==> src/rtl/core/uartcfr_pkg.sv <==
// ----------------------------------------------------------------------------
// UART command frame receiver package
// Shared types, register codes and frame constants.
// ----------------------------------------------------------------------------
package uartcfr_pkg;

  localparam logic [4:0] FRAME_LEN  = 5'd9;
  localparam logic [4:0] COUNT_MAX  = 5'd31;
  localparam logic [1:0] IDLE_CLOSE = 2'd3;
  localparam logic [6:0] REPLY_CAP  = 7'd100;
  localparam logic [6:0] REPLY_AT   = 7'd5;
  localparam logic [6:0] REPLY_PARK = 7'd10;

  localparam logic [3:0] POS_HDR1   = 4'd0;
  localparam logic [3:0] POS_HDR2   = 4'd1;
  localparam logic [3:0] POS_ADDR   = 4'd2;
  localparam logic [3:0] POS_CMD    = 4'd3;
  localparam logic [3:0] POS_ARG0   = 4'd4;
  localparam logic [3:0] POS_ARG1   = 4'd5;
  localparam logic [3:0] POS_TGT_HI = 4'd6;
  localparam logic [3:0] POS_TGT_LO = 4'd7;
  localparam logic [3:0] POS_SUM    = 4'd8;
  localparam logic [3:0] POS_END    = 4'd9;

  localparam logic [7:0]  HEADER_FIRST_RESET     = 8'hAA;
  localparam logic [7:0]  HEADER_SECOND_RESET    = 8'hAA;
  localparam logic [7:0]  DEVICE_ADDRESS_RESET   = 8'h01;
  localparam logic [7:0]  SET_COMMAND_CODE_RESET = 8'h00;
  localparam logic [15:0] INITIAL_TARGET_RESET   = 16'h0000;

  typedef enum logic [2:0] {
    CFG_HEADER_FIRST     = 3'd0,
    CFG_HEADER_SECOND    = 3'd1,
    CFG_DEVICE_ADDRESS   = 3'd2,
    CFG_SET_COMMAND_CODE = 3'd3,
    CFG_INITIAL_TARGET   = 3'd4
  } cfg_index_t;

  typedef struct packed {
    logic latch;
    logic exec;
    logic scan_start;
    logic scan_run;
    logic reject;
    logic judge;
    logic commit;
  } dp_cmd_t;

  typedef struct packed {
    logic is_tick;
    logic closed;
    logic len_ok;
    logic scan_last;
    logic out_free;
  } dp_sts_t;

endpackage

==> src/rtl/core/uart_command_frame_receiver.sv <==
// ----------------------------------------------------------------------------
// UART command frame receiver
// Idle-timeout framing, header/address/checksum check and command dispatch.
// Each item is latched in IDLE, applied in EXEC and sorted in DECIDE; a tick
// that closes a full-length frame then scans the frame buffer read port, one
// entry per cycle, and is judged in JUDGE. Every item ends in FINISH, which
// commits the registered result once the output is free. One item at a time:
// a new item is taken only after the last one is committed. Synchronous reset
// clears control state and counters and restores register defaults.
// ----------------------------------------------------------------------------
module uart_command_frame_receiver #(
  parameter int BUFFER_DEPTH = 16
) (
  input  logic        clk,
  input  logic        rst,
  input  logic        in_valid,
  output logic        in_ready,
  input  logic        kind,
  input  logic [7:0]  rx_byte,
  input  logic        control_mode,
  input  logic        fault_active,
  input  logic        cfg_valid,
  output logic        cfg_ready,
  input  logic [2:0]  cfg_index,
  input  logic [15:0] cfg_data,
  output logic        out_valid,
  input  logic        out_ready,
  output logic        frame_accepted,
  output logic        frame_rejected,
  output logic        dispatch,
  output logic [7:0]  command,
  output logic [15:0] target_height,
  output logic        status_reply_due,
  output logic [15:0] good_frames,
  output logic [15:0] bad_frames
);

  uartcfr_pkg::dp_cmd_t cmd;
  uartcfr_pkg::dp_sts_t sts;
  logic                 cfg_write;

  assign cfg_ready = 1'b1;
  assign cfg_write = cfg_valid && cfg_ready;

  uartcfr_ctrl u_ctrl (
    .clk      (clk),
    .rst      (rst),
    .in_valid (in_valid),
    .in_ready (in_ready),
    .sts      (sts),
    .cmd      (cmd)
  );

  uartcfr_dp #(
    .BUFFER_DEPTH (BUFFER_DEPTH)
  ) u_dp (
    .clk              (clk),
    .rst              (rst),
    .cmd              (cmd),
    .sts              (sts),
    .kind             (kind),
    .rx_byte          (rx_byte),
    .control_mode     (control_mode),
    .fault_active     (fault_active),
    .cfg_write        (cfg_write),
    .cfg_index        (cfg_index),
    .cfg_data         (cfg_data),
    .out_ready        (out_ready),
    .out_valid        (out_valid),
    .frame_accepted   (frame_accepted),
    .frame_rejected   (frame_rejected),
    .dispatch         (dispatch),
    .command          (command),
    .target_height    (target_height),
    .status_reply_due (status_reply_due),
    .good_frames      (good_frames),
    .bad_frames       (bad_frames)
  );

endmodule

==> src/rtl/core/uartcfr_ctrl.sv <==
// ----------------------------------------------------------------------------
// UART command frame receiver controller
// Sequences item intake, frame close, buffer scan, verdict and result commit.
// ----------------------------------------------------------------------------
module uartcfr_ctrl (
  input  logic                clk,
  input  logic                rst,
  input  logic                in_valid,
  output logic                in_ready,
  input  uartcfr_pkg::dp_sts_t sts,
  output uartcfr_pkg::dp_cmd_t cmd
);

  typedef enum logic [5:0] {
    ST_IDLE   = 6'b000001,
    ST_EXEC   = 6'b000010,
    ST_DECIDE = 6'b000100,
    ST_SCAN   = 6'b001000,
    ST_JUDGE  = 6'b010000,
    ST_FINISH = 6'b100000
  } state_t;

  state_t state;
  state_t state_next;

  assign in_ready = (state == ST_IDLE);

  always_comb begin
    state_next = state;
    cmd        = '0;
    unique case (state)
      ST_IDLE: begin
        if (in_valid) begin
          cmd.latch  = 1'b1;
          state_next = ST_EXEC;
        end
      end
      ST_EXEC: begin
        cmd.exec   = 1'b1;
        state_next = ST_DECIDE;
      end
      ST_DECIDE: begin
        priority if (sts.is_tick && sts.closed && sts.len_ok) begin
          cmd.scan_start = 1'b1;
          state_next     = ST_SCAN;
        end else if (sts.is_tick && sts.closed) begin
          cmd.reject = 1'b1;
          state_next = ST_FINISH;
        end else begin
          state_next = ST_FINISH;
        end
      end
      ST_SCAN: begin
        cmd.scan_run = 1'b1;
        if (sts.scan_last) begin
          state_next = ST_JUDGE;
        end
      end
      ST_JUDGE: begin
        cmd.judge  = 1'b1;
        state_next = ST_FINISH;
      end
      ST_FINISH: begin
        if (sts.out_free) begin
          cmd.commit = 1'b1;
          state_next = ST_IDLE;
        end
      end
      default: begin
        state_next = ST_IDLE;
      end
    endcase
  end

  always_ff @(posedge clk) begin
    if (rst) begin
      state <= ST_IDLE;
    end else begin
      state <= state_next;
    end
  end

endmodule

==> src/rtl/core/uartcfr_dp.sv <==
// ----------------------------------------------------------------------------
// UART command frame receiver datapath
// Frame buffer, framing counters, checksum scan, command state and result.
// ----------------------------------------------------------------------------
module uartcfr_dp #(
  parameter int BUFFER_DEPTH = 16
) (
  input  logic                 clk,
  input  logic                 rst,
  input  uartcfr_pkg::dp_cmd_t cmd,
  output uartcfr_pkg::dp_sts_t sts,
  input  logic                 kind,
  input  logic [7:0]           rx_byte,
  input  logic                 control_mode,
  input  logic                 fault_active,
  input  logic                 cfg_write,
  input  logic [2:0]           cfg_index,
  input  logic [15:0]          cfg_data,
  input  logic                 out_ready,
  output logic                 out_valid,
  output logic                 frame_accepted,
  output logic                 frame_rejected,
  output logic                 dispatch,
  output logic [7:0]           command,
  output logic [15:0]          target_height,
  output logic                 status_reply_due,
  output logic [15:0]          good_frames,
  output logic [15:0]          bad_frames
);

  localparam int AW = $clog2(BUFFER_DEPTH);

  logic [7:0] mem [BUFFER_DEPTH];

  logic        kind_q;
  logic [7:0]  rx_q;
  logic        control_q;
  logic        fault_q;

  logic [7:0]  header_first;
  logic [7:0]  header_second;
  logic [7:0]  device_address;
  logic [7:0]  set_command_code;

  logic [4:0]  byte_count;
  logic        receiving;
  logic [1:0]  idle_ticks;
  logic [6:0]  reply_ticks;
  logic [7:0]  current_command;
  logic [15:0] current_target;
  logic [7:0]  seen_command;
  logic [15:0] seen_target;
  logic [15:0] accepted_total;
  logic [15:0] rejected_total;

  logic        closed;
  logic        len_ok;
  logic [3:0]  scan_idx;
  logic [3:0]  data_idx;
  logic        data_vld;
  logic [7:0]  rd_data;
  logic        frame_ok;
  logic [7:0]  sum;
  logic [7:0]  cap_command;
  logic [7:0]  cap_tgt_hi;
  logic [7:0]  cap_tgt_lo;
  logic        flag_acc;
  logic        flag_rej;
  logic        flag_disp;

  logic [4:0]    cnt_eff;
  logic          wr_en;
  logic [AW-1:0] wr_addr;
  logic [AW-1:0] rd_addr;
  logic          rd_en;
  logic [1:0]    idle_inc;
  logic          close_now;
  logic [6:0]    reply_inc;
  logic [15:0]   cap_target;
  logic          pair_new;
  logic          reply_hit;

  assign cnt_eff   = receiving ? byte_count : 5'd0;
  assign wr_en     = cmd.exec && !kind_q && (cnt_eff < uartcfr_pkg::COUNT_MAX) &&
                     (32'(cnt_eff) < BUFFER_DEPTH);
  assign wr_addr   = AW'(cnt_eff);
  assign rd_en     = cmd.scan_run && (scan_idx < uartcfr_pkg::POS_END);
  assign rd_addr   = AW'(scan_idx);
  assign idle_inc  = (idle_ticks < uartcfr_pkg::IDLE_CLOSE) ? idle_ticks + 2'd1 : idle_ticks;
  assign close_now = receiving && (byte_count != 5'd0) && (idle_inc >= uartcfr_pkg::IDLE_CLOSE);
  assign reply_inc = (reply_ticks < uartcfr_pkg::REPLY_CAP) ? reply_ticks + 7'd1 : reply_ticks;
  assign cap_target = {cap_tgt_hi, cap_tgt_lo};
  assign pair_new  = !((cap_command == seen_command) && (cap_target == seen_target));
  assign reply_hit = kind_q && (reply_ticks == uartcfr_pkg::REPLY_AT);

  assign sts.is_tick   = kind_q;
  assign sts.closed    = closed;
  assign sts.len_ok    = len_ok;
  assign sts.scan_last = data_vld && (data_idx == uartcfr_pkg::POS_SUM);
  assign sts.out_free  = !out_valid || out_ready;

  always_ff @(posedge clk) begin
    if (wr_en) begin
      mem[wr_addr] <= rx_q;
    end
  end

  always_ff @(posedge clk) begin
    if (rd_en) begin
      rd_data <= mem[rd_addr];
    end
  end

  always_ff @(posedge clk) begin
    if (cmd.latch) begin
      kind_q    <= kind;
      rx_q      <= rx_byte;
      control_q <= control_mode;
      fault_q   <= fault_active;
    end
    if (data_vld) begin
      unique case (data_idx)
        uartcfr_pkg::POS_CMD:    cap_command <= rd_data;
        uartcfr_pkg::POS_TGT_HI: cap_tgt_hi  <= rd_data;
        uartcfr_pkg::POS_TGT_LO: cap_tgt_lo  <= rd_data;
        default: ;
      endcase
    end
    if (cmd.commit) begin
      frame_accepted   <= flag_acc;
      frame_rejected   <= flag_rej;
      dispatch         <= flag_disp;
      command          <= current_command;
      target_height    <= current_target;
      status_reply_due <= reply_hit && (current_command != set_command_code);
      good_frames      <= accepted_total;
      bad_frames       <= rejected_total;
    end
  end

  always_ff @(posedge clk) begin
    if (rst) begin
      header_first     <= uartcfr_pkg::HEADER_FIRST_RESET;
      header_second    <= uartcfr_pkg::HEADER_SECOND_RESET;
      device_address   <= uartcfr_pkg::DEVICE_ADDRESS_RESET;
      set_command_code <= uartcfr_pkg::SET_COMMAND_CODE_RESET;
    end else if (cfg_write) begin
      unique case (uartcfr_pkg::cfg_index_t'(cfg_index))
        uartcfr_pkg::CFG_HEADER_FIRST:     header_first     <= cfg_data[7:0];
        uartcfr_pkg::CFG_HEADER_SECOND:    header_second    <= cfg_data[7:0];
        uartcfr_pkg::CFG_DEVICE_ADDRESS:   device_address   <= cfg_data[7:0];
        uartcfr_pkg::CFG_SET_COMMAND_CODE: set_command_code <= cfg_data[7:0];
        default: ;
      endcase
    end
  end

  always_ff @(posedge clk) begin
    if (rst) begin
      byte_count      <= '0;
      receiving       <= 1'b0;
      idle_ticks      <= '0;
      reply_ticks     <= '0;
      current_command <= '0;
      current_target  <= '0;
      seen_command    <= '0;
      seen_target     <= uartcfr_pkg::INITIAL_TARGET_RESET;
      accepted_total  <= '0;
      rejected_total  <= '0;
      closed          <= 1'b0;
      len_ok          <= 1'b0;
      scan_idx        <= '0;
      data_idx        <= '0;
      data_vld        <= 1'b0;
      frame_ok        <= 1'b0;
      sum             <= '0;
      flag_acc        <= 1'b0;
      flag_rej        <= 1'b0;
      flag_disp       <= 1'b0;
      out_valid       <= 1'b0;
    end else begin
      if (cmd.latch) begin
        flag_acc  <= 1'b0;
        flag_rej  <= 1'b0;
        flag_disp <= 1'b0;
        closed    <= 1'b0;
      end

      if (cmd.exec) begin
        if (!kind_q) begin
          receiving  <= 1'b1;
          byte_count <= (cnt_eff < uartcfr_pkg::COUNT_MAX) ? cnt_eff + 5'd1 : cnt_eff;
          idle_ticks <= '0;
        end else begin
          reply_ticks <= reply_inc;
          closed      <= close_now;
          len_ok      <= (byte_count == uartcfr_pkg::FRAME_LEN);
          if (close_now) begin
            receiving  <= 1'b0;
            byte_count <= '0;
            idle_ticks <= '0;
          end else if (receiving && (byte_count != 5'd0)) begin
            idle_ticks <= idle_inc;
          end else begin
            idle_ticks <= '0;
          end
        end
      end

      if (cmd.scan_start) begin
        scan_idx <= '0;
        data_vld <= 1'b0;
        frame_ok <= 1'b1;
        sum      <= '0;
      end

      if (cmd.scan_run) begin
        data_idx <= scan_idx;
        data_vld <= rd_en;
        if (rd_en) begin
          scan_idx <= scan_idx + 4'd1;
        end
      end

      if (data_vld) begin
        unique case (data_idx)
          uartcfr_pkg::POS_HDR1: begin
            frame_ok <= frame_ok && (rd_data == header_first);
          end
          uartcfr_pkg::POS_HDR2: begin
            frame_ok <= frame_ok && (rd_data == header_second);
          end
          uartcfr_pkg::POS_ADDR: begin
            frame_ok <= frame_ok && (rd_data == device_address);
            sum      <= rd_data;
          end
          uartcfr_pkg::POS_SUM: begin
            frame_ok <= frame_ok && (rd_data == sum);
          end
          default: begin
            sum <= sum + rd_data;
          end
        endcase
      end

      if (cmd.reject) begin
        rejected_total <= rejected_total + 16'd1;
        flag_rej       <= 1'b1;
      end

      if (cmd.judge) begin
        if (frame_ok) begin
          current_command <= cap_command;
          current_target  <= cap_target;
          accepted_total  <= accepted_total + 16'd1;
          reply_ticks     <= '0;
          flag_acc        <= 1'b1;
          if (control_q && pair_new) begin
            seen_command <= cap_command;
            seen_target  <= cap_target;
            flag_disp    <= !fault_q;
          end
        end else begin
          rejected_total <= rejected_total + 16'd1;
          flag_rej       <= 1'b1;
        end
      end

      if (cmd.commit) begin
        out_valid <= 1'b1;
        if (reply_hit) begin
          reply_ticks <= uartcfr_pkg::REPLY_PARK;
        end
      end else if (out_ready) begin
        out_valid <= 1'b0;
      end
    end
  end

endmodule
==> config.mk <==
export PLATFORM = sky130hd
export DESIGN_NAME = uart_command_frame_receiver
export DESIGN_NICKNAME = d
export VERILOG_FILES = /design/src/rtl/core/uartcfr_pkg.sv /design/src/rtl/core/uart_command_frame_receiver.sv /design/src/rtl/core/uartcfr_ctrl.sv /design/src/rtl/core/uartcfr_dp.sv
export SDC_FILE = /design/constraint.sdc
export NUM_CORES = 1
export LEC_CHECK = 0
export ABC_AREA = 1
export BUFFER_PORTS_ARGS = -buffer_cell sky130_fd_sc_hd__buf_2
export CAP_MARGIN = 20
export CORE_MARGIN = 4
export CORE_UTILIZATION = 55
export DETAILED_ROUTE_END_ITERATION = 16
export PLACE_DENSITY_LB_ADDON = 0.25
export SYNTH_ARGS = -nofsm -noshare
export SYNTH_HDL_FRONTEND = slang
export SYNTH_SLANG_ARGS = --single-unit
==> constraint.sdc <==
create_clock -name clk -period 5.3 [get_ports clk]
set_input_delay 0.265 -clock clk [delete_from_list [all_inputs] [get_ports clk]]
set_output_delay 0.265 -clock clk [all_outputs]
set_load 0.05 [all_outputs]
After elaboration in Yosys (flattened, before gate mapping) --
Memory sizes are Yosys's and may differ from the RTL's. A register that Yosys moved wholly into a read port is not among the register bits. Cells that the tools add are included. Widths: inputs -> output; s select.
Storage, ports and cells: register bits 252, memories 1, input bits 35, memory bits (writable) 128, output and inout bits 63
Operators by class: equality and inequality tests 28, reductions and logical operators 40, muxes and demuxes 66, add/sub/neg operators 7, order comparisons 6
Memories:
- u_dp.mem | words 16, width 8, rd ports 1, clocked after Yosys merged registers in 1, write ports 1, RTL line uartcfr_dp.sv:33 | logic [7:0] mem [BUFFER_DEPTH];
Operators with widths (count):
- $mux 7 | 7
- $mux 16 | 3
- $eq 8x8->1 | 5
- $mux 1 | 36
- $pmux 6 s6 | 1
- $add 16x1->16 const B | 2
- $mux 6 | 4
- $mux 5 | 4
- $reduce_and 2->1 | 10
- $logic_and 1x1->1 | 17
- $eq 16x16->1 | 1
- $mux 8 | 2
- $pmux 8 s2 | 1
- $mux 4 | 3
- $lt 5x5->1 const B | 2
- $add 8x8->8 | 1
- $eq 4x2->1 const B | 2
- $eq 4x3->1 const B | 2
- $mux 2 | 4
- $ne 2x2->1 const B | 4
- $ne 8x8->1 | 1
- $add 7x1->7 const B | 1
- $eq 7x3->1 const B | 1
- $lt 7x7->1 const B | 1
- other kinds (26) | 32

Depth between registers and ports, before layout --
Gate-level depths: netlist of run 1.
depth in word-level cells 8, depth in mapped cells 14, gate-level depth less buffers 14

Modules after synthesis --
From an unflattened synthesis of run 1, not the netlist that was laid out.
Unflattened totals: cell total of the unflattened synthesis 1590, area, all modules 15959.1 um^2
By module, submodules not included:
- uartcfr_dp | times used 1, area each 15539.9 um^2, cells each 1529
- uartcfr_ctrl | times used 1, area each 407.9 um^2, cells each 59
- uart_command_frame_receiver | times used 1, area each 11.3 um^2, cells each 2

Worst setup path after synthesis of run 1 --
No wires, ideal clock.
kind flip-flop to flip-flop, start register u_ctrl.state[2], end register u_dp.bad_frames[0] (enable), buffers on the path 0, arrival time 3.202 ns, clock period less this slack 3.681 ns, cell stages (with the launch flop) 6, setup time 0.478 ns, slack 1.619 ns, cell sequence dfxtp_1 > inv_1 > nand2_1 > nor2_2 > nand3_1 > nor2_1
RTL lines:
- from (decl) | RTL line uartcfr_ctrl.sv:23 | state_t state;
- from (signal assigned) | RTL line uartcfr_ctrl.sv:79 | state <= state_next;
- to (signal assigned) | RTL line uartcfr_dp.sv:137 | bad_frames <= rejected_total;
- to (decl) | RTL line uartcfr_dp.sv:28 | output logic [15:0] bad_frames

Final worst setup path of run 1 --
start register u_ctrl.state[5], end memory u_dp.mem[5][7] (enable)
Between the ends: longest elaborated chain between the ends 7
Ends and longest elaborated chain:
- $eq 6x2->1 | RTL line uartcfr_ctrl.sv:31 | unique case (state)
- $mux 1 | RTL line uartcfr_ctrl.sv:31
- $logic_and 1x1->1 (3 in a row) | RTL line uartcfr_dp.sv:84 | assign wr_en = cmd.exec && !kind_q && (cnt_eff < uartcfr_pkg::COUNT_MAX) &&
- $mux 1 | RTL line uartcfr_dp.sv:103 | if (wr_en) begin
- $mux 1 (not written as such) | RTL line uartcfr_dp.sv:104 | mem[wr_addr] <= rx_q;
- to (decl) | RTL line uartcfr_dp.sv:33
No other way between the ends.

==> run metrics, run 1 <==
largest net degree at the start of global routing 75; PwrDens 349 nW/µm²; switching share of power 20.7%; Ports 98; most frequent cells in the layout nor2_1 (243), edfxtp_1 (231), nand2_1 (217); hold path cells 3; endpoints failing setup 0; num rows 62; Worst-Skew Late Latency 0.52 ns; WP depth 7; combinational share of power 3.1%; #FFs+latches synth 388; Via density 5.44; critical path type register to register; Avg WL per Cell 16.1 µm; post-synthesis adder-cell area fraction 1.46%; max-slew violations 0; Inserted Diodes 0; Max Cap Viol 0; vias post-DR 11280; commonest non-fill, non-tap cell in the layout nor2_1; # DRC 0; Buf/Inv on CP 1; Setup TNS Final 0 ns; Fin. Hold Viols 0; Leakage 6.64 nW; Synth top area share 43.6%; Syn Inst Count 1573; Worst Setup Start Kind register; total global-route track usage 21.1%; Core ar. 28600 µm²; worst-path cell chain nor2_2, nand4_2, nor2_1, inv_1, nor2_1, nand2_1, nor2_1; DPL Wire Length 21.6 mm; Flop pwr share 53.2%; dpl ws 2.57 ns; Crit-path slowest cell nor2_1; Worst VDD drop 369 µV; Area Overhead vs Synth 13.5%; Critical Path RT 5.44 ns; Die X 178 µm; I/O Buffers 88; Netlist cell types 54; share of cells above drive strength 1 12.0%; ANT nets after route 0; CTS buffer count 40; pin slew with the least headroom to its limit 0.957 ns; initial antenna violation count 0; post-route cell area 18100 µm²; TritonRoute pass-1 iters 5; Post-synth EDFFs 231; Post-Synth XOR/XNOR Area 1.71%; Overflow after GRT 0; Reg clk slew, reported paths 0.06 ns; first-pass GRT wire length 53.8 mm; Area contributors post-synth edfxtp_1 (44%), dfxtp_1 (20%), nor2_1 (5.8%); Synth Area in Compound Gates 11.1%; Synth area leader edfxtp_1; Cell Count, Final, Fillers Out 2073; clk buf depth 3; Post-synth top flop edfxtp_1; worst reg2reg path depth 7; hold crit path type primary input to register; RSZ-0062 raised after global routing false; Post-Place Cells 1992; starting density of the core 55.6%; Root Buffer clkbuf_16; gpl congestion 0.833; minimum clock period 2.74 ns; Async SR Flop Fraction 0%; clock skew 0.0131 ns; Post-Syn Area 15900 µm²; TritonCTS clock tree built; vias in the first global route 10742; H-tree levels 2; Final Hold Slack 0.0316 ns; placed inst area 16600 µm²; clk sinks 388; Detailed Route WL 33.4 mm; fmax 0.365 GHz; internal power 5.00 mW; sequential cell area fraction in the yosys report 63.3%; final worst-path cycle share 51.7%; number of DRC markers in iteration 0 875; post-CTS sizing 0; die area 31700 µm²; NetSw 1.31 mW; outcome finished clean; critical-path maximum fanout 8; Post-Synth Simple-Gate Area 17.5%; Crit path top cell by count nor2_1; syn_area_per_cell 10.1 µm²; Clk pwr share 43.6%; final worst slack 2.56 ns; Crit path largest cell delay 0.67 ns; Mapped Nets 1626; Worst setup EP type register; mux cell area share after synthesis 0%; Rel. slew slack 35.7%; Syn. warnings 0; critical path's top delay family simple AND/OR/NAND/NOR gates; worst path arrival time 2.88 ns; Nets 1714; largest family of logic cells by synthesized area simple AND/OR/NAND/NOR gates; die extent in y 178 µm
## tightest hold or removal path: cells and delay by family
kind,cells,cell delay (ns)
buffers and inverters,1,0.12
AND/OR/NAND/NOR,2,0.13
## cells by family after synthesis
family / after synthesis
simple gates: 635
flops: 388
compound gates: 308
buf+inv: 192
xor+xnor: 31
fa+ha+maj: 18
other cells: 1
## metal layers
metal / up-vias / routed length (µm) / GRT usage [%]
met5: - / 0 / 0
met4: 0 / 879 / 6.57
met3: 67 / 1620 / 2.82
met2: 313 / 16300 / 36.7
met1: 5312 / 14600 / 27.6
li1: 5588 / - / -
## power groups by stage
stage	clock network (mW)	logic, mW	registers [mW]
floorplan	0	0.138	3.39
global placement	0	0.183	3.42
detailed placement	0	0.190	3.42
CTS	2.80	0.197	3.36
global route	2.92	0.218	3.37
finish	2.75	0.196	3.36
## through the flow
step	total power [mW]	util, %
2_1_floorplan	3.52	-
5_1_grt	6.51	63.1
3_3_place_gp	3.60	58.1
6_report	6.31	63.1
4_1_cts	6.35	63.1
3_5_place_dp	3.61	58.1
## state kept, by name, indices dropped and copies added (netlist names), 16 cells and up
register,count
u_dp.accepted_total,16
u_dp.bad_frames,16
u_dp.rejected_total,16
u_dp.current_target,16
u_dp.seen_target,16
u_dp.target_height,16
u_dp.mem,128
u_dp.good_frames,16
## layout make-up
cell class	instances	area, µm²
Fill cell	2272	10600
Sequential cell	388	10100
Multi-Input combinational cell	993	5070
Clock buffer	59	1210
Timing Repair Buffer	110	633
Inverter	128	480
Tap cell	384	480
Clock inverter	11	108
## synth_stat cells, types with 3 or more instances
master,n
o21ai_0,120
edfxtp_1,231
o22ai_1,8
nand4_1,24
nor2_4,8
buf_6,4
nor3_2,4
o21a_1,9
o211ai_1,12
o21ai_1,3
ha_1,17
nand3b_1,3
inv_1,116
nand3_1,67
buf_1,7
xnor2_1,17
clkbuf_1,42
nor2_2,4
o221ai_1,26
nor3_1,41
a211oi_1,6
nor2_1,244
buf_2,9
nand2_1,217
a21oi_1,107
or2_0,3
xor2_1,14
dfxtp_1,157
nand2_2,4
a31oi_1,6
nand4_2,3
inv_2,10
## path summary, 6_finish.rpt
kind	slack, ns	from	endpoint
max reg2reg	2.56	u_ctrl.state[5]$_SDFFE_PP0P_	u_dp.mem[5][7]$_DFFE_PP_
min reg2reg	0.42	u_dp.current_target[4]$_SDFFE_PP0P_	u_dp.target_height[4]$_DFFE_PP_
min	0.03	cfg_data[3]	u_dp.header_first[3]$_SDFFE_PP1P_
max	2.56	u_ctrl.state[5]$_SDFFE_PP0P_	u_dp.mem[5][7]$_DFFE_PP_
## repair_timing
| item | in CTS | in global routing |
|---|---|---|
| hold buffers | 11 | 0 |
| hold endpoints to repair | 11 | 0 |
| setup buffers | 0 | 0 |
No activity file was read; power rests on OpenSTA's default activity.
==> inputs of run 2 (changes only) <==
--- a/config.mk
+++ b/config.mk
@@ -5,7 +5,7 @@
 export SDC_FILE = /design/constraint.sdc
 export NUM_CORES = 1
 export LEC_CHECK = 0
-export ABC_AREA = 1
+export ABC_AREA = 0
 export BUFFER_PORTS_ARGS = -buffer_cell sky130_fd_sc_hd__buf_2
 export CAP_MARGIN = 20
 export CORE_MARGIN = 4
==> constraint.sdc (replaced) <==
create_clock -name clk -period 2.9 [get_ports clk]
set_input_delay 0.145 -clock clk [delete_from_list [all_inputs] [get_ports clk]]
set_output_delay 0.145 -clock clk [all_outputs]
set_load 0.05 [all_outputs]
==> run 2 against run 1 <==
Against the previous run:
- worst setup slack got worse by 2.4 ns
- cell count decreased by 16%
- flip-flop and latch count did not move
- hold slack improved by 0.018 ns
- register-to-register slack got worse by 2.4 ns
- synthesized cell count shrank 24%
- critical path depth decreased by 1
- final area fell by 0.81%
- clock power grew 83%
- global-route usage decreased by 0.45 points
- clock-buffer cell count fell by 1
- clock skew is 0.012 ns higher
- critical path type unchanged
==> run metrics, run 2 <==
outcome finished clean; Synth top area share 45.2%; Post-Syn Area 15400 µm²; Largest Register u_dp.mem; clock skew 0.0253 ns; Synth area leader edfxtp_1; Cell Count, Final, Fillers Out 1731; switching share of power 20.1%; H-tree levels 2; Async SR Flop Fraction 0%; Leakage 6.18 nW; total global-route track usage 20.6%; Overflow after GRT 0; I/O Buffers 88; Area Overhead vs Synth 16.7%; largest net degree at the start of global routing 61; clk sinks 388; critical path type register to register; Via density 5.54; TritonCTS clock tree built; CTS buffer count 39; Buf/Inv on CP 1; top-count cell post-synth edfxtp_1; clk buf depth 3; minimum clock period 2.70 ns; internal power 9.01 mW; vias in the first global route 9347; share of cells above drive strength 1 17.3%; ANT nets after route 0; max FFs per register 128; Area contributors post-synth edfxtp_1 (45%), dfxtp_1 (20%), mux4_2 (5.9%); Worst setup EP type register; Die X 175 µm; # DRC 0; Max Cap Viol 0; final worst-path cycle share 93.0%; Setup TNS Final 0 ns; starting density of the core 56.5%; worst path arrival time 2.92 ns; endpoints failing setup 0; max-slew violations 0; fmax 0.371 GHz; Critical Path RT 3.13 ns; Post-Place Cells 1638; Clk pwr share 44.7%; Crit path largest cell delay 0.62 ns; number of DRC markers in iteration 0 776; critical path's top delay family simple AND/OR/NAND/NOR gates; Root Buffer clkbuf_16; Synth top cells by count edfxtp_1 (231), dfxtp_1 (157), nand2_1 (146); Syn Inst Count 1191; TritonRoute pass-1 iters 7; Worst Setup Start Kind register; Post-synth EDFFs 231; die area 30700 µm²; post-CTS sizing 0; worst-path cell chain or4_1, or3_1, a21oi_1, nand2_1, nor2_1, buf_4; Syn. warnings 0; num rows 60; gpl congestion 0.820; Netlist cell types 62; #FFs+latches synth 388; die extent in y 175 µm; most frequent cells in the layout edfxtp_1 (231), dfxtp_1 (156), nand2_1 (146); PwrDens 630 nW/µm²; NetSw 2.27 mW; Core ar. 27200 µm²; sequential cell area fraction in the yosys report 65.6%; Ports 98; Avg WL per Cell 18.5 µm; Worst VDD drop 581 µV; RSZ-0062 raised after global routing false; syn_area_per_cell 12.9 µm²; vias post-DR 9598; Flop pwr share 53.1%; Reg clk slew, reported paths 0.06 ns; Mapped Nets 1244; Inserted Diodes 0; hold crit path type primary input to register; DPL Wire Length 20.9 mm; Worst-Skew Late Latency 0.53 ns; Nets 1381; commonest non-fill, non-tap cell in the layout edfxtp_1; Crit-path slowest cell or4_1; Fin. Hold Viols 0; Detailed Route WL 32.1 mm; pin slew with the least headroom to its limit 0.775 ns; Post-synth top flop edfxtp_1; critical-path maximum fanout 8; Rel. slew slack 48.1%; initial antenna violation count 0; combinational share of power 2.2%; first-pass GRT wire length 50.8 mm
## run 2: cell count changes in the layout (fill, tap and decap cells not counted), moves of 32 or more
cell,delta
nor2_1,-114
o21ai_0,-103
inv_1,-96
nand2_1,-71
nand3_1,-44
mux4_2,+40
mux2i_1,+32
## run 2: stage by stage
stage / power [mW] / cell area (µm²) / setup WS [ns] / hold slack (ns) / utilization (%)
3_5_place_dp: 6.34 / 16400 / 0.265 / 0.323 / 60.3
3_3_place_gp: 6.33 / 16400 / 0.342 / 0.322 / 60.3
5_1_grt: 11.7 / 17900 / 0.0119 / 0.0616 / 65.9
4_1_cts: 11.4 / 17900 / 0.224 / 0.0370 / 65.9
6_report: 11.3 / 17900 / 0.204 / 0.0493 / 65.9
2_1_floorplan: 6.22 / 15400 / 0.371 / 0.244 / -
## run 2: cells by family (layout without fill, tap and decap cells)
group	after synthesis	after routing	synth area share, %
buffers and inverters	69	237	1.73
flip-flops	388	388	65.6
multiplexers	73	73	8.03
AO/OA/AOI/OAI	153	153	6.23
other	1	1	0.0244
XOR/XNOR	78	78	4.45
adder cells (fa/ha/maj)	18	18	1.52
AND/OR/NAND/NOR	411	411	12.4
## run 2: layout make-up
type                       instances  area, µm²
inverter                          20       75.1
timing repair buffer             145        961
clock buffer                      58       1150
tap                              372        465
multi-input combinational        734       5030
clock inverter                    14        156
fill                            2018       9260
sequential                       388      10100
## run 2: final timing paths
| kind | from | to | slack, ns | cells past startpoint |
|---|---|---|---|---|
| worst max-delay path | u_ctrl.state[2]$_SDFFE_PP0P_ | u_dp.mem[12][0]$_DFFE_PP_ | 0.20 | 6 |
| worst min-delay path | rst | u_dp.idle_ticks[0]$_SDFFE_PP0N_ | 0.05 | 2 |
| worst max register to register | u_ctrl.state[2]$_SDFFE_PP0P_ | u_dp.mem[12][0]$_DFFE_PP_ | 0.20 | 6 |
| worst min register to register | u_dp.current_target[15]$_SDFFE_PP0P_ | u_dp.target_height[15]$_DFFE_PP_ | 0.43 | 0 |
## run 2: repair_timing
action / in CTS / in global routing
buffers inserted: 0 / 0
endpoints found under the hold margin: 45 / 0
setup endpoints to repair: 0 / 0
hold buffers: 21 / 0
## run 2: power groups by stage
stage / Clock (mW) / Sequential [mW] / Combinational [mW]
after global placement: 0 / 6.10 / 0.224
after CTS: 5.12 / 5.99 / 0.251
final: 5.04 / 5.99 / 0.251
after global routing: 5.38 / 6.00 / 0.277
after floorplan: 0 / 6.07 / 0.155
after detailed placement: 0 / 6.11 / 0.227
## run 2: metal layers
metal | GRT usage [%] | part of all wire [%] | wire length [µm]
met4 | 5.11 | 1.9 | 598
met2 | 34.7 | 50 | 16100
met3 | 3.53 | 5.0 | 1590
met1 | 28.4 | 43 | 13800
met5 | 0 | 0 | 0
